[src/rtl/orsp_pkg.sv]
// Package for the OPL register stream player: shared types, codes and constants.
// Used by every module of the block; depends on nothing.
package orsp_pkg;

    // Byte position counter width and song length register width.
    localparam int POSITION_BITS = 24;
    localparam int LEN_W         = 24;
    localparam int CMP_W         = (POSITION_BITS > LEN_W) ? POSITION_BITS : LEN_W;

    // Field widths.
    localparam int OP_W    = 2;
    localparam int BYTE_W  = 8;
    localparam int KIND_W  = 2;
    localparam int ADDR_W  = 9;
    localparam int DATA_W  = 8;
    localparam int WAIT_W  = 13;
    localparam int DELAY_W = 16;

    // Wait conversion: blocks = delay * BLOCK_RATE / 1000.
    localparam int BLOCK_RATE = 48000 / 512;
    localparam int RATE_W     = 7;
    localparam int PROD_W     = DELAY_W + RATE_W;
    // floor(x / 1000) = (x * DIV_MUL) >> DIV_SHIFT, exact for x < 2**PROD_W.
    localparam int DIV_SHIFT  = 33;
    localparam int DIV_MUL_W  = 24;
    localparam logic [DIV_MUL_W-1:0] DIV_MUL = 24'd8589935;

    // Command queue between front and back.
    localparam int QUEUE_DEPTH = 4;
    localparam int QPTR_W      = $clog2(QUEUE_DEPTH);
    localparam int QCNT_W      = $clog2(QUEUE_DEPTH + 1);

    // Input op codes.
    localparam logic [OP_W-1:0] OP_BYTE  = 2'd0;
    localparam logic [OP_W-1:0] OP_START = 2'd1;
    localparam logic [OP_W-1:0] OP_STOP  = 2'd2;

    // Result kinds.
    localparam logic [KIND_W-1:0] KIND_WRITE = 2'd0;
    localparam logic [KIND_W-1:0] KIND_WAIT  = 2'd1;
    localparam logic [KIND_W-1:0] KIND_BANK  = 2'd2;

    // Stream command bytes.
    localparam logic [BYTE_W-1:0] CMD_SHORT   = 8'h00;
    localparam logic [BYTE_W-1:0] CMD_LONG    = 8'h01;
    localparam logic [BYTE_W-1:0] CMD_BANK_LO = 8'h02;
    localparam logic [BYTE_W-1:0] CMD_BANK_HI = 8'h03;
    localparam logic [BYTE_W-1:0] CMD_ESCAPE  = 8'h04;

    // Chip init / silence burst.
    localparam int IDX_W = 4;
    localparam logic [IDX_W-1:0] BURST_FIRST_START = 4'd0;
    localparam logic [IDX_W-1:0] BURST_FIRST_STOP  = 4'd1;
    localparam logic [IDX_W-1:0] BURST_LAST        = 4'd10;
    localparam logic [ADDR_W-1:0] REG_TEST   = 9'h001;
    localparam logic [ADDR_W-1:0] REG_RHYTHM = 9'h0BD;
    localparam logic [ADDR_W-1:0] REG_KEYON  = 9'h0B0;
    localparam logic [DATA_W-1:0] TEST_VALUE = 8'h20;

    // Parser phase, one-hot.
    typedef enum logic [5:0] {
        PH_CMD     = 6'b000001,
        PH_SHORT   = 6'b000010,
        PH_LONG_LO = 6'b000100,
        PH_LONG_HI = 6'b001000,
        PH_ESC     = 6'b010000,
        PH_DATA    = 6'b100000
    } t_phase;

    // What the back end does with a queued command.
    typedef enum logic [1:0] {
        JOB_SINGLE = 2'd0,
        JOB_START  = 2'd1,
        JOB_STOP   = 2'd2
    } t_job;

    typedef struct packed {
        t_job                job;
        logic [KIND_W-1:0]   kind;
        logic [ADDR_W-1:0]   addr;
        logic [DATA_W-1:0]   data;
        logic [PROD_W-1:0]   prod;   // delay * BLOCK_RATE, waits only
        logic                loop_back;
    } t_entry;

    // Register address of one step of the init / silence burst.
    function automatic logic [ADDR_W-1:0] burst_addr(input logic [IDX_W-1:0] idx);
        logic [ADDR_W-1:0] a;
        case (idx)
            BURST_FIRST_START: a = REG_TEST;
            BURST_FIRST_STOP:  a = REG_RHYTHM;
            default:           a = REG_KEYON + ADDR_W'(idx - 4'd2);
        endcase
        return a;
    endfunction

endpackage

[src/rtl/orsp_queue.sv]
// Short command queue between the parser front end and the result back end.
// Depends on orsp_pkg.
module orsp_queue (
    input  logic            i_clk,
    input  logic            i_rst_n,
    input  logic            i_push,
    input  orsp_pkg::t_entry i_entry,
    input  logic            i_pop,
    output orsp_pkg::t_entry o_head,
    output logic            o_empty,
    output logic            o_full
);

    orsp_pkg::t_entry r_mem [orsp_pkg::QUEUE_DEPTH];
    logic [orsp_pkg::QPTR_W-1:0] r_wr, r_rd;
    logic [orsp_pkg::QCNT_W-1:0] r_count, n_count;

    assign o_empty = (r_count == '0);
    assign o_full  = (r_count == orsp_pkg::QCNT_W'(orsp_pkg::QUEUE_DEPTH));
    assign o_head  = r_mem[r_rd];

    always_comb begin
        n_count = r_count;
        if (i_push && !i_pop) begin
            n_count = r_count + 1'b1;
        end else if (!i_push && i_pop) begin
            n_count = r_count - 1'b1;
        end
    end

    always_ff @(posedge i_clk) begin
        if (!i_rst_n) begin
            r_wr    <= '0;
            r_rd    <= '0;
            r_count <= '0;
        end else begin
            if (i_push) begin
                r_wr <= r_wr + 1'b1;
            end
            if (i_pop) begin
                r_rd <= r_rd + 1'b1;
            end
            r_count <= n_count;
        end
    end

    always_ff @(posedge i_clk) begin
        if (i_push) begin
            r_mem[r_wr] <= i_entry;
        end
    end

`ifndef SYNTHESIS
    a_no_overflow: assert property (@(posedge i_clk) disable iff (!i_rst_n)
        r_count <= orsp_pkg::QCNT_W'(orsp_pkg::QUEUE_DEPTH))
        else $error("command queue count out of range");
    a_no_underflow: assert property (@(posedge i_clk) disable iff (!i_rst_n)
        i_pop |-> !o_empty)
        else $error("pop from empty command queue");
    a_ptr_gap: assert property (@(posedge i_clk) disable iff (!i_rst_n)
        (r_count == '0) |-> (r_wr == r_rd))
        else $error("queue pointers disagree with empty count");
`endif

endmodule

[src/rtl/orsp_front.sv]
// Front end: accepts stream items, parses command bytes, tracks position and loop.
// Pushes one command per result-producing item into the queue. Depends on orsp_pkg.
module orsp_front (
    input  logic                            i_clk,
    input  logic                            i_rst_n,
    input  logic                            i_valid,
    input  logic [orsp_pkg::OP_W-1:0]       i_op,
    input  logic [orsp_pkg::BYTE_W-1:0]     i_byte,
    input  logic                            i_full,
    input  logic [orsp_pkg::LEN_W-1:0]      i_song_length,
    output logic                            o_ready,
    output logic                            o_push,
    output orsp_pkg::t_entry                o_entry
);

    localparam logic [orsp_pkg::POSITION_BITS-1:0] POS_MAX = '1;

    logic                                 r_playing, n_playing;
    orsp_pkg::t_phase                     r_phase, n_phase;
    logic                                 r_bank, n_bank;
    logic [orsp_pkg::BYTE_W-1:0]          r_held, n_held;
    logic [orsp_pkg::BYTE_W-1:0]          r_low, n_low;
    logic [orsp_pkg::POSITION_BITS-1:0]   r_pos, n_pos;

    logic                                 accept;
    logic                                 done;
    logic                                 at_end;
    logic [orsp_pkg::POSITION_BITS-1:0]   pos_inc;
    logic [orsp_pkg::DELAY_W-1:0]         delay;

    assign o_ready = !i_full;
    assign accept  = i_valid && o_ready;
    assign pos_inc = (r_pos != POS_MAX) ? r_pos + 1'b1 : r_pos;
    assign at_end  = orsp_pkg::CMP_W'(pos_inc) >= orsp_pkg::CMP_W'(i_song_length);

    always_comb begin
        n_playing = r_playing;
        n_phase   = r_phase;
        n_bank    = r_bank;
        n_held    = r_held;
        n_low     = r_low;
        n_pos     = r_pos;
        o_push    = 1'b0;
        o_entry   = '0;
        done      = 1'b0;
        delay     = '0;
        if (accept) begin
            case (i_op)
                orsp_pkg::OP_START: begin
                    o_push        = 1'b1;
                    o_entry.job   = orsp_pkg::JOB_START;
                    n_playing     = 1'b1;
                    n_phase       = orsp_pkg::PH_CMD;
                    n_bank        = 1'b0;
                    n_pos         = '0;
                end
                orsp_pkg::OP_STOP: begin
                    o_push        = 1'b1;
                    o_entry.job   = orsp_pkg::JOB_STOP;
                    n_playing     = 1'b0;
                end
                orsp_pkg::OP_BYTE: begin
                    if (r_playing) begin
                        n_pos = pos_inc;
                        case (r_phase)
                            orsp_pkg::PH_SHORT: begin
                                n_phase      = orsp_pkg::PH_CMD;
                                done         = 1'b1;
                                delay        = orsp_pkg::DELAY_W'(i_byte);
                                o_entry.kind = orsp_pkg::KIND_WAIT;
                            end
                            orsp_pkg::PH_LONG_LO: begin
                                n_low   = i_byte;
                                n_phase = orsp_pkg::PH_LONG_HI;
                            end
                            orsp_pkg::PH_LONG_HI: begin
                                n_phase      = orsp_pkg::PH_CMD;
                                done         = 1'b1;
                                delay        = {i_byte, r_low};
                                o_entry.kind = orsp_pkg::KIND_WAIT;
                            end
                            orsp_pkg::PH_ESC: begin
                                n_held  = i_byte;
                                n_phase = orsp_pkg::PH_DATA;
                            end
                            orsp_pkg::PH_DATA: begin
                                n_phase      = orsp_pkg::PH_CMD;
                                done         = 1'b1;
                                o_entry.kind = orsp_pkg::KIND_WRITE;
                                o_entry.addr = {r_bank, r_held};
                                o_entry.data = i_byte;
                            end
                            default: begin
                                // Expecting a command byte.
                                case (i_byte)
                                    orsp_pkg::CMD_SHORT:   n_phase = orsp_pkg::PH_SHORT;
                                    orsp_pkg::CMD_LONG:    n_phase = orsp_pkg::PH_LONG_LO;
                                    orsp_pkg::CMD_BANK_LO,
                                    orsp_pkg::CMD_BANK_HI: begin
                                        n_phase      = orsp_pkg::PH_CMD;
                                        n_bank       = i_byte[0];
                                        done         = 1'b1;
                                        o_entry.kind = orsp_pkg::KIND_BANK;
                                    end
                                    orsp_pkg::CMD_ESCAPE:  n_phase = orsp_pkg::PH_ESC;
                                    default: begin
                                        n_held  = i_byte;
                                        n_phase = orsp_pkg::PH_DATA;
                                    end
                                endcase
                            end
                        endcase
                        if (done) begin
                            o_push            = 1'b1;
                            o_entry.job       = orsp_pkg::JOB_SINGLE;
                            o_entry.loop_back = at_end;
                            o_entry.prod      = orsp_pkg::PROD_W'(delay)
                                              * orsp_pkg::PROD_W'(orsp_pkg::BLOCK_RATE);
                            if (at_end) begin
                                n_pos = '0;
                            end
                        end
                    end
                end
                default: begin
                    // Unused op: drop.
                end
            endcase
        end
    end

    always_ff @(posedge i_clk) begin
        if (!i_rst_n) begin
            r_playing <= 1'b0;
            r_phase   <= orsp_pkg::PH_CMD;
            r_bank    <= 1'b0;
            r_held    <= '0;
            r_low     <= '0;
            r_pos     <= '0;
        end else begin
            r_playing <= n_playing;
            r_phase   <= n_phase;
            r_bank    <= n_bank;
            r_held    <= n_held;
            r_low     <= n_low;
            r_pos     <= n_pos;
        end
    end

`ifndef SYNTHESIS
    a_start_plays: assert property (@(posedge i_clk) disable iff (!i_rst_n)
        (accept && i_op == orsp_pkg::OP_START) |=> (r_playing && r_pos == '0))
        else $error("start did not arm playback");
    a_stop_halts: assert property (@(posedge i_clk) disable iff (!i_rst_n)
        (accept && i_op == orsp_pkg::OP_STOP) |=> !r_playing)
        else $error("stop did not halt playback");
    a_push_needs_room: assert property (@(posedge i_clk) disable iff (!i_rst_n)
        o_push |-> !i_full)
        else $error("push into full command queue");
`endif

endmodule

[src/rtl/orsp_back.sv]
// Back end: pops queued commands, expands init/silence bursts, scales waits,
// and holds the result in the output register. Depends on orsp_pkg.
module orsp_back (
    input  logic                            i_clk,
    input  logic                            i_rst_n,
    input  orsp_pkg::t_entry                i_head,
    input  logic                            i_empty,
    output logic                            o_pop,
    input  logic                            i_ready,
    output logic                            o_valid,
    output logic [orsp_pkg::KIND_W-1:0]     o_kind,
    output logic [orsp_pkg::ADDR_W-1:0]     o_addr,
    output logic [orsp_pkg::DATA_W-1:0]     o_data,
    output logic [orsp_pkg::WAIT_W-1:0]     o_wait,
    output logic                            o_loop_back,
    output logic                            o_last
);

    localparam int MUL_W = orsp_pkg::PROD_W + orsp_pkg::DIV_MUL_W;

    logic                               r_valid;
    logic                               r_in_burst, n_in_burst;
    logic [orsp_pkg::IDX_W-1:0]         r_idx, n_idx;
    logic [orsp_pkg::KIND_W-1:0]        r_kind, n_kind;
    logic [orsp_pkg::ADDR_W-1:0]        r_addr, n_addr;
    logic [orsp_pkg::DATA_W-1:0]        r_data, n_data;
    logic [orsp_pkg::WAIT_W-1:0]        r_wait, n_wait;
    logic                               r_loop, n_loop;
    logic                               r_last, n_last;

    logic                               advance;
    logic [orsp_pkg::IDX_W-1:0]         eff_idx;
    logic [MUL_W-1:0]                   scaled;

    assign advance = !r_valid || i_ready;
    assign scaled  = MUL_W'(i_head.prod) * MUL_W'(orsp_pkg::DIV_MUL);

    always_comb begin
        if (r_in_burst) begin
            eff_idx = r_idx;
        end else if (i_head.job == orsp_pkg::JOB_START) begin
            eff_idx = orsp_pkg::BURST_FIRST_START;
        end else begin
            eff_idx = orsp_pkg::BURST_FIRST_STOP;
        end
    end

    always_comb begin
        o_pop      = 1'b0;
        n_in_burst = r_in_burst;
        n_idx      = r_idx;
        n_kind     = i_head.kind;
        n_addr     = i_head.addr;
        n_data     = i_head.data;
        n_wait     = scaled[orsp_pkg::DIV_SHIFT +: orsp_pkg::WAIT_W];
        n_loop     = i_head.loop_back;
        n_last     = 1'b1;
        case (i_head.job)
            orsp_pkg::JOB_START,
            orsp_pkg::JOB_STOP: begin
                n_kind = orsp_pkg::KIND_WRITE;
                n_addr = orsp_pkg::burst_addr(eff_idx);
                n_data = (eff_idx == orsp_pkg::BURST_FIRST_START) ?
                         orsp_pkg::TEST_VALUE : '0;
                n_wait = '0;
                n_loop = 1'b0;
                n_last = (eff_idx == orsp_pkg::BURST_LAST);
                if (advance && !i_empty) begin
                    if (n_last) begin
                        o_pop      = 1'b1;
                        n_in_burst = 1'b0;
                    end else begin
                        n_in_burst = 1'b1;
                        n_idx      = eff_idx + 1'b1;
                    end
                end
            end
            default: begin
                o_pop = advance && !i_empty;
            end
        endcase
    end

    always_ff @(posedge i_clk) begin
        if (!i_rst_n) begin
            r_valid    <= 1'b0;
            r_in_burst <= 1'b0;
            r_idx      <= '0;
        end else begin
            r_in_burst <= n_in_burst;
            r_idx      <= n_idx;
            if (advance) begin
                r_valid <= !i_empty;
            end
        end
    end

    // Payload: load on advance, hold while the receiver stalls.
    always_ff @(posedge i_clk) begin
        if (advance && !i_empty) begin
            r_kind <= n_kind;
            r_addr <= n_addr;
            r_data <= n_data;
            r_wait <= n_wait;
            r_loop <= n_loop;
            r_last <= n_last;
        end
    end

    assign o_valid     = r_valid;
    assign o_kind      = r_kind;
    assign o_addr      = r_addr;
    assign o_data      = r_data;
    assign o_wait      = r_wait;
    assign o_loop_back = r_loop;
    assign o_last      = r_last;

`ifndef SYNTHESIS
    a_idx_range: assert property (@(posedge i_clk) disable iff (!i_rst_n)
        r_in_burst |-> (r_idx <= orsp_pkg::BURST_LAST))
        else $error("burst index out of range");
    a_single_last: assert property (@(posedge i_clk) disable iff (!i_rst_n)
        (r_valid && r_kind != orsp_pkg::KIND_WRITE) |-> r_last)
        else $error("wait or bank result not marked last");
    a_wait_only: assert property (@(posedge i_clk) disable iff (!i_rst_n)
        (r_valid && r_kind != orsp_pkg::KIND_WAIT) |-> (r_wait == '0))
        else $error("wait count on a non-wait result");
`endif

endmodule

[src/rtl/opl_register_stream_player_top.sv]
// Top level of the OPL register stream player: ports, song length register,
// and the front end / command queue / back end chain. Depends on orsp_pkg.
//
// Usage:
//  - Slave stream: tuser carries the op (song byte, start, stop), tdata the
//    song byte. One item is taken per cycle while the command queue has room.
//  - Master stream: one result per transfer; tuser is the kind (register
//    write, wait, bank change), tdata carries address, data, wait blocks and
//    the loop flag, tlast marks the final result of an input item.
//  - Config channel: writes the 24-bit song length; always ready. Write it
//    only while the block is idle.
//  - Result path: a completed command is registered in the command queue, then
//    in the back end's output register, which drives tvalid.
//  - Throughput: one song byte per cycle while the queue has room. A start op
//    expands into 11 writes and a stop op into 10, one per cycle from the burst
//    counter while tready is high; the four-entry command queue absorbs input.
//  - Reset: playback stopped, parser expects a command byte, low bank,
//    position zero, song length one, no result pending.
//  - Receiver stall: the output register holds its result; the queue fills,
//    then tready drops on the slave side until space frees up.
module opl_register_stream_player_top (
    input  logic        i_clk,
    input  logic        i_rst_n,
    // Song stream in.
    input  logic        i_s_axis_tvalid,
    output logic        o_s_axis_tready,
    input  logic [7:0]  i_s_axis_tdata,   // [7:0] song_byte
    input  logic [1:0]  i_s_axis_tuser,   // [1:0] op
    // Result stream out.
    output logic        o_m_axis_tvalid,
    input  logic        i_m_axis_tready,
    output logic [31:0] o_m_axis_tdata,   // [8:0] reg_address, [16:9] reg_data,
                                          // [29:17] wait_blocks, [30] loop_back
    output logic [1:0]  o_m_axis_tuser,   // [1:0] kind
    output logic        o_m_axis_tlast,
    // Song length write.
    input  logic        i_cfg_valid,
    output logic        o_cfg_ready,
    input  logic [23:0] i_cfg_data
);

    logic [orsp_pkg::LEN_W-1:0]     r_song_length;

    orsp_pkg::t_entry               push_entry;
    orsp_pkg::t_entry               head;
    logic                           push;
    logic                           pop;
    logic                           q_empty;
    logic                           q_full;

    logic [orsp_pkg::KIND_W-1:0]    res_kind;
    logic [orsp_pkg::ADDR_W-1:0]    res_addr;
    logic [orsp_pkg::DATA_W-1:0]    res_data;
    logic [orsp_pkg::WAIT_W-1:0]    res_wait;
    logic                           res_loop;

    // Song length register; write config only while idle (not enforced).
    assign o_cfg_ready = 1'b1;

    always_ff @(posedge i_clk) begin
        if (!i_rst_n) begin
            r_song_length <= orsp_pkg::LEN_W'(1);
        end else if (i_cfg_valid && o_cfg_ready) begin
            r_song_length <= i_cfg_data;
        end
    end

    orsp_front u_front (
        .i_clk         (i_clk),
        .i_rst_n       (i_rst_n),
        .i_valid       (i_s_axis_tvalid),
        .i_op          (i_s_axis_tuser),
        .i_byte        (i_s_axis_tdata),
        .i_full        (q_full),
        .i_song_length (r_song_length),
        .o_ready       (o_s_axis_tready),
        .o_push        (push),
        .o_entry       (push_entry)
    );

    orsp_queue u_queue (
        .i_clk   (i_clk),
        .i_rst_n (i_rst_n),
        .i_push  (push),
        .i_entry (push_entry),
        .i_pop   (pop),
        .o_head  (head),
        .o_empty (q_empty),
        .o_full  (q_full)
    );

    orsp_back u_back (
        .i_clk       (i_clk),
        .i_rst_n     (i_rst_n),
        .i_head      (head),
        .i_empty     (q_empty),
        .o_pop       (pop),
        .i_ready     (i_m_axis_tready),
        .o_valid     (o_m_axis_tvalid),
        .o_kind      (res_kind),
        .o_addr      (res_addr),
        .o_data      (res_data),
        .o_wait      (res_wait),
        .o_loop_back (res_loop),
        .o_last      (o_m_axis_tlast)
    );

    // Pack the result fields, lowest first, pad to whole bytes.
    assign o_m_axis_tdata = {1'b0, res_loop, res_wait, res_data, res_addr};
    assign o_m_axis_tuser = res_kind;

endmodule

[config.mk]
export PLATFORM = sky130hd
export DESIGN_NAME = opl_register_stream_player_top
export DESIGN_NICKNAME = d
export VERILOG_FILES = /design/src/rtl/orsp_pkg.sv /design/src/rtl/orsp_queue.sv /design/src/rtl/orsp_front.sv /design/src/rtl/orsp_back.sv /design/src/rtl/opl_register_stream_player_top.sv
export SDC_FILE = /design/constraint.sdc
export NUM_CORES = 1
export LEC_CHECK = 0
export ABC_CLOCK_PERIOD_IN_PS = 8830
export BUFFER_PORTS_ARGS = -buffer_cell sky130_fd_sc_hd__buf_2
export CORE_MARGIN = 2
export CORE_UTILIZATION = 64
export CTS_CLUSTER_DIAMETER = 40
export CTS_CLUSTER_SIZE = 12
export DETAILED_ROUTE_END_ITERATION = 12
export PLACE_DENSITY_LB_ADDON = 0.15
export SLEW_MARGIN = 20
export SYNTH_ARGS = -nofsm -noshare
export SYNTH_HDL_FRONTEND = slang
export SYNTH_SLANG_ARGS = --single-unit
[constraint.sdc]
create_clock -name i_clk -period 8.83 [get_ports i_clk]
set_input_delay 0.4415 -clock i_clk [delete_from_list [all_inputs] [get_ports i_clk]]
set_output_delay 0.4415 -clock i_clk [all_outputs]
set_load 0.01 [all_outputs]
==> impl_metrics.py <==
metrics = {
    "run_status": {
        "status": "complete, no violations",
    },
    "global_route": {
        "grt-ovfl-total": 0,
        "grt_pass1_wl_mm": 84.4,
        "first_global_vias": 16200,
        "grt_max_degree": 70,
        "grtUsageTotal_pct": 28.0,
        "antenna_found_initial": 0,
    },
    "floorplanning": {
        "std_cell_rows": 70,
        "core_area_um2": 36600,
        "die_h_um": 197,
        "initial_core_util_pct": 64.9,
        "dieWidth_um": 197,
        "dieArea_um2": 38700,
        "ios": 77,
    },
    "place": {
        "gp_congestion": 0.945,
        "dpl.hpwl_mm": 40.2,
        "placed_cells": 2618,
        "place_ws_ns": 1.24,
        "port_buffers": 74,
    },
    "clock_tree": {
        "cts-root-buf": "clkbuf_16",
        "cts_setup_buffers": 0,
        "cts-resized-gates": 0,
        "cts_max_level": 2,
        "ctsHoldBuffers": 0,
        "clk_path_buf_depth": 3,
        "clk_pin_slew_ns": 0.06,
        "cts.sinks": 301,
        "cts_tree": "yes",
        "cts_buffers": 38,
        "clk_latency_ns": 0.54,
    },
    "logic_synthesis": {
        "synth_top_area_share_pct": 27.1,
        "synthFlopType": "edfxtp_1",
        "synth-simple-area-share_pct": 8.36,
        "syn_inst": 2104,
        "synth_top_family_by_area": "adder cells",
        "synth.area.top_cells": "edfxtp_1, ha_1, fa_1",
        "synthMuxAreaShare_pct": 6.35,
        "synth.avg_cell_area_um2": 11.3,
        "syn-num-nets": 2680,
        "ys_types": 75,
        "synth_edf_count": 214,
        "ys_warn_count": 0,
        "async_flop_share_pct": 0,
        "yosysSeqAreaShare_pct": 34.4,
        "synth-seq-cells": 301,
        "synthAdderAreaFrac_pct": 34.4,
        "synth-xor-area-share_pct": 1.99,
        "synth-compound-area-share_pct": 6.98,
        "syn_area_um2": 23700,
        "synth_area_leader_cell": "edfxtp_1",
    },
    "timing": {
        "post-route-period-util_pct": 86.2,
        "worst_slack_ns": 1.22,
        "slew_viol_final": 0,
        "finalSetupTns_ns": 0,
        "maxSlewHeadroom_pct": 29.2,
        "hold_viol_final": 0,
        "worstMarginPinSlew_ns": 1.06,
        "fin_crit_ns": 7.61,
        "finalSetupViolCount": 0,
        "holdWs_ns": 0.133,
        "finClkSkew_ns": 0.0240,
        "fmax_mhz": 131,
        "rsz0062_at_grt": "false",
    },
    "detailed_routing": {
        "vias": 15400,
        "drc": 0,
        "via_per_inst": 5.75,
        "drt_pre_antenna_iters": 7,
        "wl_per_cell_um": 19.1,
        "routed_wl_mm": 51.4,
        "ant_nets": 0,
        "drt-initial-drc-count": 850,
    },
    "setup_path": {
        "rr_endpoint": "u_back.o_wait[6]$_SDFFCE_PN0P_",
        "end_kind": "flop",
        "crit_required_ns": 9.07,
        "r2r_setup_slack_ns": 1.22,
        "crit_fanout": 25,
        "critPathKind": "flop to flop",
        "r2r_cells": 20,
        "cp-start-kind": "flop",
        "worstPathArrival_ns": 7.85,
    },
    "finish": {
        "multi_input_area_um2": 13800,
        "drive_gt1_share_pct": 10.2,
        "instances_no_fill": 2686,
        "nets": 2766,
        "fillers": 2616,
        "antenna_cells": 0,
        "area_growth_pct": 9.03,
        "register_area_um2": 8170,
    },
    "worst_hold_path": {
        "hold_class": "input port to flop",
        "hold_path_startpoint": "i_cfg_data[0]",
        "holdPathStages": 3,
        "hold_end": "r_song_length[0]$_SDFFE_PN1P_",
    },
    "flow_run": {
        "maxCapViolCount": 0,
    },
}
## flip-flops by register name (all words and copies together), names as in the netlist, 4 cells and up, named ones only
signal / cells
u_front.r_phase: 6
u_front.r_low: 8
r_song_length: 24
u_front.r_pos: 24
u_back.o_wait: 13
u_front.r_held: 8
u_back.o_data: 8
u_back.o_addr: 9
u_queue.r_mem: 180
u_back.r_idx: 4
## how the worst max path moves through the flow
stage | start | end | slack, ns | cells after the start
global placement | flop | u_back.o_wait[10]$_SDFFCE_PN0P_ | 1.39 | 20
finish | flop | u_back.o_wait[6]$_SDFFCE_PN0P_ | 1.22 | 20
global route | flop | u_back.o_wait[10]$_SDFFCE_PN0P_ | 0.83 | 20
detailed placement | flop | u_back.o_wait[6]$_SDFFCE_PN0P_ | 1.24 | 20
floorplan | flop | u_back.o_wait[12]$_SDFFCE_PN0P_ | 1.38 | 22
CTS | flop | u_back.o_wait[6]$_SDFFCE_PN0P_ | 1.19 | 20
## cell type report
| cell class | instances | share of cell area, % |
|---|---|---|
| Clock inverter | 19 | 0.899 |
| Timing Repair Buffer | 86 | 1.78 |
| Multi-Input combinational cell | 1335 | 53.3 |
| Clock buffer | 49 | 3.95 |
| Sequential cell | 301 | 31.6 |
| Inverter | 428 | 6.21 |
| Tap cell | 468 | 2.26 |
## through the flow
stage | area, um^2 | utilization [%]
global placement | 24600 | 67.3
finish | 25900 | 70.7
floorplan | 23700 | -
CTS | 25900 | 70.7
detailed placement | 24600 | 67.3
global route | 25900 | 70.7
## routing by layer
metal / vias up / track usage [%] / share of wire, %
li1: 7328 / - / -
met1: 7649 / 38.1 / 44
met2: 386 / 48.0 / 49
met3: 82 / 3.44 / 4.5
met4: 0 / 7.55 / 2.6
met5: - / 0 / 0
## cell families (layout without fill, tap and decap cells)
| logic type | after synthesis | in the layout |
|---|---|---|
| mux | 93 | 93 |
| buf+inv | 468 | 582 |
| simple gates | 394 | 394 |
| flops | 301 | 301 |
| xor+xnor | 54 | 54 |
| compound gates | 255 | 255 |
| other cells | 2 | 2 |
| fa+ha+maj | 537 | 537 |
## Yosys cell counts, types with 4 or more instances
library cell and number:
a21o_1 33, nor3_1 18, or3_1 7, nand3_1 20, buf_2 4, ha_1 343
edfxtp_1 214, a21oi_1 79, buf_1 9, o21a_1 8, o21ai_1 6, xor2_1 25
nand2b_1 10, and4_1 6, nor2_1 134, nand4_1 16, o21ai_0 39, a211oi_1 11
and3_1 15, fa_1 194, nand2_1 80, nor4_1 6, nor2b_1 14, o211ai_1 8
a31oi_1 13, mux2i_1 46, xnor2_1 29, dfxtp_1 87, or2_2 6, mux4_2 46
clkbuf_1 24, and2_1 44, inv_1 426, a22o_1 19, o21bai_1 5
## cells in the final DEF, fill, tap and decap left out, drive strengths merged, types with 10 or more instances in the layout
| cell | n |
|---|---|
| clkbuf | 49 |
| dfxtp | 87 |
| nor2 | 136 |
| a21o | 33 |
| nand2 | 80 |
| nor2b | 14 |
| xor2 | 25 |
| a31oi | 13 |
| a22o | 19 |
| buf | 86 |
| a21oi | 80 |
| nand3 | 20 |
| and3 | 18 |
| nand4 | 19 |
| inv | 432 |
| xnor2 | 29 |
| nand2b | 10 |
| o21ai | 45 |
| and2 | 46 |
| mux4 | 46 |
| mux2i | 46 |
| edfxtp | 214 |
| nor3 | 18 |
| ha | 343 |
| a211oi | 11 |
| fa | 194 |
## worst max-delay path, stage by stage (launching register included)
cell and delay, ns:
dfxtp_4 0.66, mux4_2 0.71, fa_1 0.62, inv_1 0.07
fa_1 0.53, inv_1 0.06, fa_1 0.50, fa_1 0.52
fa_1 0.55, inv_1 0.05, fa_1 0.52, inv_1 0.05
fa_1 0.48, ha_1 0.36, nand4_1 0.22, a2111oi_0 0.57
a21oi_2 0.20, o211ai_1 0.30, a21oi_1 0.12, xor2_1 0.16
nor2_1 0.06
Power is not shown: default switching activity piles up to over one toggle a cycle in this logic, so the estimate is an artifact.
